File: config.mk
export PLATFORM = sky130hd
export DESIGN_NAME = lcg_random_with_modulo_core
export DESIGN_NICKNAME = d
export VERILOG_FILES = /design/src/hw/rtl/lcgrm_pkg.sv /design/src/hw/rtl/lcgrm_divider.sv /design/src/hw/rtl/lcg_random_with_modulo_core.sv
export SDC_FILE = /design/constraint.sdc
export NUM_CORES = 1
export LEC_CHECK = 0
export ABC_AREA = 1
export BUFFER_PORTS_ARGS = -buffer_cell sky130_fd_sc_hd__buf_2
export CAP_MARGIN = 20
export CELL_PAD_IN_SITES_DETAIL_PLACEMENT = 1
export CELL_PAD_IN_SITES_GLOBAL_PLACEMENT = 2
export CORE_MARGIN = 3
export CORE_UTILIZATION = 35
export CTS_CLUSTER_DIAMETER = 50
export DETAILED_ROUTE_END_ITERATION = 8
export PLACE_DENSITY_LB_ADDON = 0.1
export SETUP_SLACK_MARGIN = 0.2
export SKIP_LAST_GASP = 1
export SYNTH_ARGS = -nofsm -noshare
export SYNTH_HDL_FRONTEND = slang
export SYNTH_SLANG_ARGS = --single-unit
File: constraint.sdc
create_clock -name aclk -period 8.8 [get_ports aclk]
set_input_delay 0.44 -clock aclk [delete_from_list [all_inputs] [get_ports aclk]]
set_output_delay 0.44 -clock aclk [all_outputs]
set_load 0.01 [all_outputs]
File: src/hw/rtl/lcgrm_pkg.sv
// Shared definitions for the LCG random number core: generator constants,
// request codes and the divider status type. No dependencies.
`timescale 1ns / 1ps

package lcgrm_pkg;

    localparam logic [31:0] LCG_MUL     = 32'h0019_660D;
    localparam logic [31:0] LCG_ADD     = 32'h3C6E_F35F;
    localparam logic [31:0] LOW31_MASK  = 32'h7FFF_FFFF;
    localparam logic [31:0] FRAC23_MASK = 32'h007F_FFFF;

    localparam logic [1:0] FUNC_RAW      = 2'd0;
    localparam logic [1:0] FUNC_MODULO   = 2'd1;
    localparam logic [1:0] FUNC_FRACTION = 2'd2;
    localparam logic [1:0] FUNC_LOAD     = 2'd3;

    localparam int DIV_BITS  = 31;
    localparam int CNT_W     = $clog2(DIV_BITS);

    typedef struct packed {
        logic busy;
        logic done;
    } div_status_t;

endpackage

File: src/hw/rtl/lcgrm_divider.sv
// Radix-2 restoring remainder unit, one quotient bit per cycle.
// Depends on lcgrm_pkg.
`timescale 1ns / 1ps

module lcgrm_divider (
    input  logic                 aclk,
    input  logic                 aresetn,
    input  logic                 start,
    input  logic [30:0]          dividend,
    input  logic [31:0]          divisor,
    output logic [31:0]          remainder,
    output lcgrm_pkg::div_status_t status
);
    import lcgrm_pkg::*;

    logic [31:0]      rem_reg, rem_next;
    logic [30:0]      dvd_reg, dvd_next;
    logic [31:0]      dsr_reg, dsr_next;
    logic [CNT_W-1:0] cnt_reg, cnt_next;
    logic             busy_reg, busy_next;
    logic             done_reg, done_next;
    logic [32:0]      trial;

    assign trial = {rem_reg, dvd_reg[30]};

    always_comb begin
        rem_next  = rem_reg;
        dvd_next  = dvd_reg;
        dsr_next  = dsr_reg;
        cnt_next  = cnt_reg;
        busy_next = busy_reg;
        done_next = 1'b0;
        if (start) begin
            rem_next  = '0;
            dvd_next  = dividend;
            dsr_next  = divisor;
            cnt_next  = '0;
            busy_next = 1'b1;
        end else if (busy_reg) begin
            if (trial >= {1'b0, dsr_reg}) begin
                rem_next = 32'(trial - {1'b0, dsr_reg});
            end else begin
                rem_next = trial[31:0];
            end
            dvd_next = {dvd_reg[29:0], 1'b0};
            cnt_next = cnt_reg + 1'b1;
            if (cnt_reg == CNT_W'(DIV_BITS - 1)) begin
                busy_next = 1'b0;
                done_next = 1'b1;
            end
        end
    end

    always_ff @(posedge aclk) begin
        if (!aresetn) begin
            busy_reg <= 1'b0;
            done_reg <= 1'b0;
            cnt_reg  <= '0;
        end else begin
            busy_reg <= busy_next;
            done_reg <= done_next;
            cnt_reg  <= cnt_next;
        end
        rem_reg <= rem_next;
        dvd_reg <= dvd_next;
        dsr_reg <= dsr_next;
    end

    assign remainder   = rem_reg;
    assign status.busy = busy_reg;
    assign status.done = done_reg;

endmodule

File: src/hw/rtl/lcg_random_with_modulo_core.sv
// Linear congruential random number core with raw, modulo, fraction and
// seed load requests. Depends on lcgrm_pkg and lcgrm_divider.
`timescale 1ns / 1ps

// Usage: a request transaction on the slave side carries the request code in
// s_tuser and the operand (divisor or new seed) in s_tdata. Each request
// gives exactly one result transaction on the master side, with the number
// in m_tdata and the zero-divisor flag in m_tuser.
// For raw, fraction and zero-divisor modulo requests the request passes the
// multiply, add and finish steps in turn before m_tvalid rises. A modulo
// request with a nonzero divisor adds a pass through the restoring remainder
// unit, 31 quotient bits at one per cycle and then the hand-over of the
// remainder. A seed load goes from acceptance straight to the finish step.
// The core takes one request at a time and holds s_tready low while a request
// is in progress; it accepts the next request as soon as the previous result
// sits in the output register.
// If the receiver stalls, the result is held in the output register and a
// following result waits in the finish step until that register is free.
// Reset clears the seed to zero and empties the output register.

module lcg_random_with_modulo_core (
    input  logic        aclk,
    input  logic        aresetn,
    input  logic        s_tvalid,
    output logic        s_tready,
    input  logic [31:0] s_tdata,   // operand
    input  logic [1:0]  s_tuser,   // func
    output logic        m_tvalid,
    input  logic        m_tready,
    output logic [31:0] m_tdata,   // number
    output logic [0:0]  m_tuser    // divide_error
);
    import lcgrm_pkg::*;

    localparam logic [2:0] ST_IDLE = 3'd0;
    localparam logic [2:0] ST_MUL  = 3'd1;
    localparam logic [2:0] ST_ADD  = 3'd2;
    localparam logic [2:0] ST_DIV  = 3'd3;
    localparam logic [2:0] ST_FIN  = 3'd4;

    logic [2:0]  state_reg, state_next;
    logic [31:0] seed_reg, seed_next;
    logic [31:0] prod_reg, prod_next;
    logic [1:0]  func_reg, func_next;
    logic [31:0] opnd_reg, opnd_next;
    logic [31:0] res_reg, res_next;
    logic        err_reg, err_next;
    logic        mvalid_reg, mvalid_next;
    logic [31:0] mdata_reg, mdata_next;
    logic        merr_reg, merr_next;

    logic        div_start;
    logic [31:0] div_rem;
    logic [31:0] new_seed;
    div_status_t div_status;

    assign new_seed = prod_reg + LCG_ADD;

    lcgrm_divider u_div (
        .aclk      (aclk),
        .aresetn   (aresetn),
        .start     (div_start),
        .dividend  (new_seed[30:0]),
        .divisor   (opnd_reg),
        .remainder (div_rem),
        .status    (div_status)
    );

    assign s_tready = (state_reg == ST_IDLE);

    always_comb begin
        state_next  = state_reg;
        seed_next   = seed_reg;
        prod_next   = prod_reg;
        func_next   = func_reg;
        opnd_next   = opnd_reg;
        res_next    = res_reg;
        err_next    = err_reg;
        mvalid_next = mvalid_reg;
        mdata_next  = mdata_reg;
        merr_next   = merr_reg;
        div_start   = 1'b0;

        if (mvalid_reg && m_tready) begin
            mvalid_next = 1'b0;
        end

        unique case (state_reg)
            ST_IDLE: begin
                if (s_tvalid) begin
                    func_next = s_tuser;
                    opnd_next = s_tdata;
                    if (s_tuser == FUNC_LOAD) begin
                        seed_next  = s_tdata;
                        res_next   = s_tdata;
                        err_next   = 1'b0;
                        state_next = ST_FIN;
                    end else begin
                        state_next = ST_MUL;
                    end
                end
            end
            ST_MUL: begin
                prod_next  = seed_reg * LCG_MUL;
                state_next = ST_ADD;
            end
            ST_ADD: begin
                seed_next  = new_seed;
                err_next   = 1'b0;
                state_next = ST_FIN;
                unique case (func_reg)
                    FUNC_RAW:      res_next = new_seed;
                    FUNC_FRACTION: res_next = new_seed & FRAC23_MASK;
                    FUNC_MODULO: begin
                        if (opnd_reg == '0) begin
                            res_next = '0;
                            err_next = 1'b1;
                        end else begin
                            div_start  = 1'b1;
                            state_next = ST_DIV;
                        end
                    end
                    default:       res_next = new_seed;
                endcase
            end
            ST_DIV: begin
                if (div_status.done) begin
                    res_next   = div_rem;
                    state_next = ST_FIN;
                end
            end
            ST_FIN: begin
                if (!mvalid_reg || m_tready) begin
                    mvalid_next = 1'b1;
                    mdata_next  = res_reg;
                    merr_next   = err_reg;
                    state_next  = ST_IDLE;
                end
            end
            default: state_next = ST_IDLE;
        endcase
    end

    always_ff @(posedge aclk) begin
        if (!aresetn) begin
            state_reg  <= ST_IDLE;
            seed_reg   <= '0;
            mvalid_reg <= 1'b0;
        end else begin
            state_reg  <= state_next;
            seed_reg   <= seed_next;
            mvalid_reg <= mvalid_next;
        end
        prod_reg  <= prod_next;
        func_reg  <= func_next;
        opnd_reg  <= opnd_next;
        res_reg   <= res_next;
        err_reg   <= err_next;
        mdata_reg <= mdata_next;
        merr_reg  <= merr_next;
    end

    assign m_tvalid   = mvalid_reg;
    assign m_tdata    = mdata_reg;
    assign m_tuser[0] = merr_reg;

`ifndef NO_ASSERTIONS
    a_err_zero: assert property (@(posedge aclk) disable iff (!aresetn)
        (m_tvalid && m_tuser[0]) |-> (m_tdata == '0))
        else $error("divide error result carries a nonzero number");

    a_div_done_state: assert property (@(posedge aclk) disable iff (!aresetn)
        div_status.done |-> (state_reg == ST_DIV))
        else $error("divider finished outside the divide step");

    a_load_seed: assert property (@(posedge aclk) disable iff (!aresetn)
        (s_tvalid && s_tready && (s_tuser == FUNC_LOAD)) |=>
            (seed_reg == $past(s_tdata)))
        else $error("seed load did not take the operand");

    a_div_busy: assert property (@(posedge aclk) disable iff (!aresetn)
        div_status.busy |-> (state_reg == ST_DIV && !s_tready))
        else $error("divider busy while the core is not dividing");
`endif

endmodule

Word level (Yosys, flattened, before mapping)
Cells that the tools add are included.

Register bits: 270. Output and inout port bits: 35. Word-level logic and storage cells: 83.

Add/sub/neg operators: 3. Multiply operators: 1. $lt $le $gt $ge: 1. Equal/unequal tests: 13. Muxes and demuxes: 32. Bitwise gates (word level): 2. Reduce and logical (&&, ||, !) cells: 15.

Operators with widths (count): 32-bit 2-to-1 mux (5); 32-bit case mux with 2 select lines (2); 32-bit case mux with 3 select lines (1); 31-bit 2-to-1 mux (2); 33-bit by 32-bit greater-or-equal comparator with 1-bit output (1); 32-bit by 30-bit adder with 32-bit output (second input constant) (1); 32-bit logical NOT (1); 32-bit by 21-bit multiplier with 32-bit output (second input constant) (1); 32-bit subtractor (1); 3-bit 2-to-1 mux (6); 3-bit case mux with 5 select lines (1); 1-bit 2-to-1 mux (14); 3-bit by 2-bit == test with 1-bit output (second input constant) (2); 3-bit AND reduction (2); 5-bit by 1-bit adder with 5-bit output (second input constant) (1); 5-bit == test (second input constant) (1); 5-bit AND reduction (1); 2-bit == test (second input constant) (2); 2-bit by 1-bit != test with 1-bit output (second input constant) (2); 2-bit != test (second input constant) (2); 2-bit AND reduction (2); 2-bit nonzero test (2); 3-bit by 1-bit == test with 1-bit output (second input constant) (1); 3-bit == test (second input constant) (1); 11 further kinds (12).

Depth between registers and ports, before layout
Gate-level depths: netlist of the first run.

Depth after elaboration: 5. Mapped depth: 24.

By module
From an unflattened synthesis of the first run, not the netlist that was laid out.

Cell total of the unflattened synthesis: 2741. Area total of the unflattened synthesis: 22068.7 µm².

Modules (own cells, without submodules): lcg_random_with_modulo_core (times used 1, cells an instance 1750, area an instance 15202.1 µm², sequential area each 4684.5 µm²); lcgrm_divider (times used 1, cells an instance 991, area an instance 6866.6 µm², sequential area each 2672.6 µm²).

Worst setup path after synthesis of the first run
No wires, ideal clock.

Path type: reg-to-reg. Start: register seed_reg[9]. End: register prod_reg[31], data pin. Arrival time: 5.030 ns. Required time: 8.547 ns. Path slack: 3.517 ns. Cell stages (with the launch flop): 24. Path buffers: 0. Clock period less this slack: 5.283 ns. Cell sequence: dfxtp_1 > ha_1 > inv_1 > fa_1 > inv_1 > fa_1 > inv_1 > fa_1 > fa_1 > inv_1 > fa_1 > inv_1 > fa_1 > inv_1 > ha_1 > nand2_1 > nor2_1 > nand2_1 > nor3_1 > nand2_1 > nand2_1 > inv_1 > nand3_1 > nand2_1.

Word-level cells in the longest chain between the ends: 1.

Ends and longest elaborated chain: from (decl) (RTL line lcg_random_with_modulo_core.sv:42) `logic [31:0] seed_reg, seed_next;`; from (signal assigned) (RTL line lcg_random_with_modulo_core.sv:151) `seed_reg <= seed_next;`; 32-bit by 21-bit multiplier with 32-bit output (RTL line lcg_random_with_modulo_core.sv:104) `prod_next = seed_reg * LCG_MUL;`; to (signal assigned) (RTL line lcg_random_with_modulo_core.sv:154) `prod_reg <= prod_next;`; to (decl) (RTL line lcg_random_with_modulo_core.sv:43) `logic [31:0] prod_reg, prod_next;`.

No other way between the ends. A chain may end at the register's enable or synchronous reset.

Final worst setup path of the first run
Start: register seed_reg[7]. End: register prod_reg[29], data pin.

Same word-level chain as after synthesis.

==> out/qor.json, run 1 <==
{
  "run_status": {"value": "finished, final reports clean"},
  "gp_congestion": {"value": 0.905},
  "gate_count_after_technology_mapping": {"value": 2614},
  "hp-class": {"value": "in2reg"},
  "rsz0062_at_grt": {"value": "no"},
  "detail_route.iter0.violations": {"value": 780},
  "grt_max_degree": {"value": 46},
  "yosysWarningCount": {"value": 0},
  "postRouteWirelength": {"value": 75.1, "unit": "mm"},
  "max_root_sink_buffers": {"value": 3},
  "post-route-util": {"value": 0.397},
  "synth_area_leader_cell": {"value": "sky130_fd_sc_hd__edfxtp_1"},
  "detail_route.vias_per_cell": {"value": 4.94},
  "route.detailed.wl_per_inst": {"value": 21.4, "unit": "um"},
  "seq_area_frac_synth": {"value": 0.342},
  "area_growth_from_synthesis_to_layout": {"value": 11.9, "unit": "%"},
  "cp_data_arrival_time": {"value": 6.35, "unit": "ns"},
  "synth_enable_flop_cells": {"value": 195},
  "netlist_top_cells_area": {"value": "sky130_fd_sc_hd__edfxtp_1 27%, sky130_fd_sc_hd__fa_1 12%, sky130_fd_sc_hd__ha_1 12%"},
  "cts_resized": {"value": 0},
  "drc_errors": {"value": 0},
  "die_height": {"value": 254, "unit": "um"},
  "slew_headroom": {"value": 0.276},
  "cp-startpoint": {"value": "seed_reg[7]"},
  "synthMostInstantiatedCell": {"value": "sky130_fd_sc_hd__nand2_1"},
  "final_antenna_diode_count": {"value": 0},
  "first_pass_grt_wire_length": {"value": 115, "unit": "mm"},
  "start_util": {"value": 0.355},
  "max_cap_violations": {"value": 0},
  "postCtsSetupBuffers": {"value": 0},
  "number_of_antenna_violations_at_the_first_check_in_global_routing": {"value": 0},
  "worst-r2r-cell-count": {"value": 17},
  "timing.final.hold_violations": {"value": 0},
  "holdCritStartpoint": {"value": "s_tdata[7]"},
  "final_min_period_over_clock_period": {"value": 0.686},
  "largest_family_of_logic_cells_by_synthesized_area": {"value": "adder cells"},
  "synth_compound_area_frac": {"value": 0.0692},
  "num_rows": {"value": 90},
  "synthDominantCellAreaShare": {"value": 0.272},
  "clock_transition_time_at_the_flip_flop_clock_pins_of_the_worst_setup_and_hold_paths": {"value": 0.06, "unit": "ns"},
  "numCtsBuffers": {"value": 41},
  "via_count_of_the_first_global_routing_pass": {"value": 19200},
  "tightest_slew": {"value": 1.08, "unit": "ns"},
  "setup-violations-final": {"value": 0},
  "drive_gt1_frac": {"value": 0.0762},
  "clock-skew-final": {"value": 0.0258, "unit": "ns"},
  "synth_fa_ha_area_frac": {"value": 0.239},
  "htree_num_levels": {"value": 2},
  "timing_worst_setup_path_type": {"value": "reg2reg"},
  "clock-root-buffer": {"value": "sky130_fd_sc_hd__clkbuf_16"},
  "syn-mean-instance-area": {"value": 8.22, "unit": "um2"},
  "portBuffers": {"value": 72},
  "worstSkewPairLatency": {"value": 0.58, "unit": "ns"},
  "min_delay_path_depth": {"value": 1},
  "synth_xor_area_frac": {"value": 0.0269},
  "mappedNetlistNets": {"value": 2983},
  "synth-simple-area-share": {"value": 0.213},
  "detail_route.first_pass.iterations": {"value": 5},
  "cts.sink_count": {"value": 270},
  "worstSetupEndpointType": {"value": "register"},
  "final-max-slew-violation-count": {"value": 0},
  "grt_remaining_overflow": {"value": 0},
  "ys_async_sr_fraction": {"value": 0},
  "ctsHoldBuffers": {"value": 0},
  "via_total_after_detailed_routing": {"value": 17400},
  "pin_count": {"value": 73},
  "dieWidth": {"value": 254, "unit": "um"},
  "global_route.usage.total": {"value": 0.239},
  "cp-start-kind": {"value": "register"},
  "hpwl": {"value": 63.5, "unit": "mm"},
  "ys_top_cells_by_count": {"value": "626 x sky130_fd_sc_hd__nand2_1, 549 x sky130_fd_sc_hd__inv_1, 199 x sky130_fd_sc_hd__ha_1, 195 x sky130_fd_sc_hd__edfxtp_1, 192 x sky130_fd_sc_hd__nand3_1"},
  "fillers": {"value": 7267},
  "cp_data_required_time": {"value": 9.11, "unit": "ns"},
  "mux_contribution_to_synthesized_area": {"value": 0},
  "area_of_the_die": {"value": 0.0644, "unit": "mm2"},
  "finalSetupTns": {"value": 0, "unit": "ns"},
  "ys_dominant_reg_cell": {"value": "sky130_fd_sc_hd__edfxtp_1"},
  "regToRegStartpoint": {"value": "seed_reg[7]"},
  "finish.net_count": {"value": 3066},
  "core": {"value": 0.0606, "unit": "mm2"},
  "synth.ff_latch_count": {"value": 270},
  "post_synth_num_cell_types": {"value": 47},
  "fmax": {"value": 0.166, "unit": "GHz"},
  "syn_area": {"value": 0.0215, "unit": "mm2"},
  "cts_tree": {"value": "yes"},
  "final_antenna_net_count": {"value": 0},
  "peak_fanout_along_the_critical_path": {"value": 7},
  "period_needed": {"value": 6.03, "unit": "ns"}
}
## routing by layer
metal / vias up / track usage / wire length, um
met4: 0 / 0.0863 / 2850
met3: 104 / 0.0218 / 1960
met2: 233 / 0.439 / 38600
met5: - / 0 / 0
met1: 8520 / 0.291 / 31600
li1: 8494 / - / -
## stage by stage
step	setup WS, ns	instance area, um2	hold slack, ns	instances
2_1_floorplan	3.52	21500	0.400	2614
3_3_place_gp	2.74	22700	0.407	3435
3_5_place_dp	2.77	22700	0.405	3436
4_1_cts	2.75	24100	0.0535	3512
5_1_grt	2.51	24100	0.0689	3512
6_report	2.77	24100	0.0859	3512
## worst max-delay path: stages, from the launching register on
cell and delay (ns):
sky130_fd_sc_hd__dfxtp_1 0.53, sky130_fd_sc_hd__ha_1 0.35, sky130_fd_sc_hd__fa_1 0.56, sky130_fd_sc_hd__inv_1 0.08
sky130_fd_sc_hd__fa_1 0.50, sky130_fd_sc_hd__fa_1 0.55, sky130_fd_sc_hd__fa_1 0.56, sky130_fd_sc_hd__inv_1 0.06
sky130_fd_sc_hd__fa_1 0.54, sky130_fd_sc_hd__inv_1 0.06, sky130_fd_sc_hd__fa_1 0.54, sky130_fd_sc_hd__inv_1 0.04
sky130_fd_sc_hd__ha_1 0.38, sky130_fd_sc_hd__nand2_1 0.14, sky130_fd_sc_hd__nor3_1 0.44, sky130_fd_sc_hd__nand3_1 0.21
sky130_fd_sc_hd__nand3_1 0.17, sky130_fd_sc_hd__xor2_1 0.07
## area by class of cell
| cell class | instances | area [um2] | area share |
|---|---|---|---|
| clock inverters | 26 | 236 | 0.00983 |
| inverters | 559 | 2100 | 0.0872 |
| repair buffers | 86 | 478 | 0.0199 |
| clock buffers | 50 | 1090 | 0.0454 |
| multi-input cells | 1739 | 11800 | 0.491 |
| flip-flops and latches | 270 | 7360 | 0.306 |
| well taps | 782 | 978 | 0.0407 |
## cells by family (layout without fill, tap and decap cells)
kind of cell,after synthesis,count (layout)
compound gates,269,269
xor+xnor,66,66
fa+ha+maj,331,331
buf+inv,605,721
flops,270,270
simple gates,1073,1073
## path summary, 6_finish.rpt
| kind | end | slack [ns] |
|---|---|---|
| max reg2reg | prod_reg[29] | 2.77 |
| max | prod_reg[29] | 2.77 |
| min | opnd_reg[7] | 0.09 |
| min reg2reg | m_tdata[3] | 0.40 |
## cell usage in the layout, fill, tap and decap left out, drive strengths merged, types with 13 or more instances in the layout
master    n
nor3     20
edfxtp  195
inv     572
xnor2    31
o21ai    97
dfxtp    75
clkbuf   50
nand4    29
ha      199
buf      86
fa      132
o221ai   13
a21oi   123
nand3   198
xor2     35
nor2    167
nand2   636
Power of run 1 is left out: the tool's default activity adds up to more than one toggle a clock period on the data nets, which glitch-free logic cannot reach.
==> inputs of run 2 (changes only) <==
Clock period 8.8 ns to 5.8 ns, I/O delays scaled along.
==> run 2 against run 1 <==
Clock skew down 0.0051 ns. Via count up 3.9%. Worst setup slack worse by 2.5 ns. Register-to-register slack worse by 2.5 ns. Cell area up 6.5%. Fmax up 9.5%.
==> out/qor.json, run 2 (synthesis gave the netlist of run 1 again) <==
{
  "cp_cell_instances": {"value": "ha_1, fa_1, inv_1, fa_1, fa_1, inv_1, fa_1, fa_1, inv_1, fa_1, inv_1, ha_4, nand2_1, buf_4, nor4_1, nand2_1, nand3_1, xor2_1", "change": "was ha_1, fa_1, inv_1, fa_1, fa_1, fa_1, inv_1, fa_1, inv_1, fa_1, inv_1, ha_1, nand2_1, nor3_1, nand3_1, nand3_1, xor2_1"},
  "cp-start-kind": {"value": "register", "change": "unchanged"},
  "hpwl": {"value": 65.7, "unit": "mm", "change": "was 63.5 mm"},
  "first_pass_grt_wire_length": {"value": 121, "unit": "mm", "change": "was 115 mm"},
  "clock-root-buffer": {"value": "sky130_fd_sc_hd__clkbuf_16", "change": "unchanged"},
  "holdCritStartpoint": {"value": "s_tdata[8]", "change": "was s_tdata[7]"},
  "gp_congestion": {"value": 0.896, "change": "was 0.905"},
  "slew_headroom": {"value": 0.277, "change": "was 0.276"},
  "core": {"value": 0.0606, "unit": "mm2", "change": "unchanged"},
  "detail_route.vias_per_cell": {"value": 4.99, "change": "was 4.94"},
  "grt_remaining_overflow": {"value": 0, "change": "unchanged"},
  "final_min_period_over_clock_period": {"value": 0.950, "change": "was 0.686"},
  "regToRegStartpoint": {"value": "seed_reg[5]", "change": "was seed_reg[7]"},
  "cp_data_arrival_time": {"value": 5.83, "unit": "ns", "change": "was 6.35 ns"},
  "critPathBufInv": {"value": 5, "change": "was 4"},
  "period_needed": {"value": 5.51, "unit": "ns", "change": "was 6.03 ns"},
  "dieWidth": {"value": 254, "unit": "um", "change": "unchanged"},
  "detail_route.iter0.violations": {"value": 831, "change": "was 780"},
  "cts_tree": {"value": "yes", "change": "unchanged"},
  "worst_hold_path.endpoint": {"value": "opnd_reg[8]", "change": "was opnd_reg[7]"},
  "peak_fanout_along_the_critical_path": {"value": 4, "change": "was 7"},
  "drive_gt1_frac": {"value": 0.130, "change": "was 0.0762"},
  "global_route.usage.total": {"value": 0.250, "change": "was 0.239"},
  "worst_path_max_delay_cell": {"value": "sky130_fd_sc_hd__fa_1", "change": "unchanged"},
  "number_of_antenna_violations_at_the_first_check_in_global_routing": {"value": 0, "change": "unchanged"},
  "via_count_of_the_first_global_routing_pass": {"value": 20200, "change": "was 19200"},
  "pin_count": {"value": 73, "change": "unchanged"},
  "final_antenna_net_count": {"value": 0, "change": "unchanged"},
  "finish.net_count": {"value": 3166, "change": "was 3066"},
  "worst-r2r-cell-count": {"value": 18, "change": "was 17"},
  "finalInstanceArea": {"value": 0.0256, "unit": "mm2", "change": "was 0.0241 mm2"},
  "detail_route.first_pass.iterations": {"value": 4, "change": "was 5"},
  "worstSetupEndpointType": {"value": "register", "change": "unchanged"},
  "final-max-slew-violation-count": {"value": 0, "change": "unchanged"},
  "via_total_after_detailed_routing": {"value": 18000, "change": "was 17400"},
  "whs": {"value": 0.0200, "unit": "ns", "change": "was 0.0859 ns"},
  "area_of_the_die": {"value": 0.0644, "unit": "mm2", "change": "unchanged"},
  "critPathMaxStageDelay": {"value": 0.59, "unit": "ns", "change": "was 0.56 ns"},
  "placed_area": {"value": 0.0231, "unit": "mm2", "change": "was 0.0227 mm2"},
  "tightest_slew": {"value": 1.08, "unit": "ns", "change": "about the same"},
  "drc_errors": {"value": 0, "change": "unchanged"},
  "rsz0062_at_grt": {"value": "yes", "change": "was no"},
  "htree_num_levels": {"value": 2, "change": "unchanged"},
  "hp-class": {"value": "in2reg", "change": "unchanged"},
  "max_cap_violations": {"value": 0, "change": "unchanged"},
  "numCtsBuffers": {"value": 44, "change": "was 41"},
  "run_status": {"value": "finished, final reports clean", "change": "unchanged"},
  "route.detailed.wl_per_inst": {"value": 21.8, "unit": "um", "change": "was 21.4 um"},
  "worstSkewPairLatency": {"value": 0.58, "unit": "ns", "change": "about the same"},
  "timing_worst_setup_path_type": {"value": "reg2reg", "change": "unchanged"},
  "post-route-util": {"value": 0.423, "change": "was 0.397"},
  "die_height": {"value": 254, "unit": "um", "change": "unchanged"},
  "cp_data_required_time": {"value": 6.12, "unit": "ns", "change": "was 9.11 ns"},
  "min_delay_path_depth": {"value": 1, "change": "unchanged"},
  "cts.sink_count": {"value": 270, "change": "unchanged"},
  "timing.final.hold_violations": {"value": 0, "change": "unchanged"},
  "postRouteWirelength": {"value": 78.8, "unit": "mm", "change": "was 75.1 mm"},
  "num_rows": {"value": 90, "change": "unchanged"},
  "start_util": {"value": 0.355, "change": "unchanged"},
  "fmax": {"value": 0.181, "unit": "GHz", "change": "was 0.166 GHz"},
  "setup-violations-final": {"value": 0, "change": "unchanged"},
  "reg2reg_slack": {"value": 0.29, "unit": "ns", "change": "was 2.77 ns"},
  "cpMostUsedCell": {"value": "sky130_fd_sc_hd__fa_1", "change": "unchanged"},
  "portBuffers": {"value": 72, "change": "unchanged"},
  "clock_transition_time_at_the_flip_flop_clock_pins_of_the_worst_setup_and_hold_paths": {"value": 0.05, "unit": "ns", "change": "was 0.06 ns"},
  "area_growth_from_synthesis_to_layout": {"value": 19.2, "unit": "%", "change": "was 11.9%"},
  "mostFrequentLayoutCell": {"value": "sky130_fd_sc_hd__nand2_1", "change": "unchanged"},
  "critical_path.top_delay_family": {"value": "adder cells", "change": "unchanged"},
  "max_root_sink_buffers": {"value": 3, "change": "unchanged"},
  "clock-skew-final": {"value": 0.0206, "unit": "ns", "change": "was 0.0258 ns"},
  "layout_common_cells": {"value": "615 x sky130_fd_sc_hd__nand2_1, 542 x sky130_fd_sc_hd__inv_1, 195 x sky130_fd_sc_hd__edfxtp_1, 188 x sky130_fd_sc_hd__nand3_1, 180 x sky130_fd_sc_hd__ha_1", "change": "was 626 x sky130_fd_sc_hd__nand2_1, 549 x sky130_fd_sc_hd__inv_1, 199 x sky130_fd_sc_hd__ha_1, 195 x sky130_fd_sc_hd__edfxtp_1, 192 x sky130_fd_sc_hd__nand3_1"},
  "reg2reg_to": {"value": "prod_reg[28]", "change": "was prod_reg[29]"},
  "grt_max_degree": {"value": 41, "change": "was 46"}
}
run 2: worst register-to-register path, cell delays in order (launching register included):
cell and delay (ns):
sky130_fd_sc_hd__dfxtp_2 0.34, sky130_fd_sc_hd__ha_1 0.33, sky130_fd_sc_hd__fa_1 0.49, sky130_fd_sc_hd__inv_1 0.05, sky130_fd_sc_hd__fa_1 0.55, sky130_fd_sc_hd__fa_1 0.59
sky130_fd_sc_hd__inv_1 0.06, sky130_fd_sc_hd__fa_1 0.48, sky130_fd_sc_hd__fa_1 0.57, sky130_fd_sc_hd__inv_1 0.06, sky130_fd_sc_hd__fa_1 0.54, sky130_fd_sc_hd__inv_1 0.06
sky130_fd_sc_hd__ha_4 0.31, sky130_fd_sc_hd__nand2_1 0.11, sky130_fd_sc_hd__buf_4 0.18, sky130_fd_sc_hd__nor4_1 0.25, sky130_fd_sc_hd__nand2_1 0.08, sky130_fd_sc_hd__nand3_1 0.13
sky130_fd_sc_hd__xor2_1 0.09
run 2: final cells by class:
| type | count | area (um2) |
|---|---|---|
| fill | 7228 | 35000 |
| multi-input combinational | 1739 | 12200 |
| sequential | 270 | 7380 |
| inverter | 559 | 2100 |
| timing repair buffer | 183 | 1310 |
| clock buffer | 52 | 1200 |
| tap | 782 | 978 |
| clock inverter | 29 | 417 |
| antenna | 1 | 2.50 |
run 2: per-layer routing:
metal | track usage | share of wire | vias up
met5 | 0 | 0 | -
met1 | 0.290 | 0.40 | 8899
met4 | 0.100 | 0.044 | 0
met2 | 0.471 | 0.53 | 316
li1 | - | - | 8677
met3 | 0.0243 | 0.030 | 138
run 2: repair_timing:
action                                  4_1_cts  5_1_grt
resized for setup                            36       72
pin swaps                                     5       42
endpoints found under the setup margin       10       13
hold buffers                                 33        0
endpoints found under the hold margin        33        0
setup buffers                                 1        3
run 2: worst max path at each step:
| stage | slack (ns) | depth (start not counted) | startpoint | endpoint |
|---|---|---|---|---|
| finish | 0.29 | 18 | seed_reg[5] | prod_reg[28] |
| global route | 0.10 | 20 | seed_reg[2] | prod_reg[29] |
| CTS | 0.19 | 22 | seed_reg[1] | prod_reg[27] |
| detailed placement | -0.12 | 18 | seed_reg[6] | prod_reg[29] |
| global placement | -0.06 | 18 | seed_reg[6] | prod_reg[29] |
| floorplan | 0.52 | 23 | seed_reg[9] | prod_reg[31] |
run 2: stage by stage:
stage          setup TNS [ns]  setup slack (ns)  std cells
2_1_floorplan               0             0.517       2614
3_3_place_gp          -0.0880           -0.0633       3494
3_5_place_dp           -0.122            -0.122       3494
4_1_cts                     0             0.188       3609
5_1_grt                     0             0.104       3614
6_report                    0             0.288       3615
Power of run 2 is left out for the same reason.
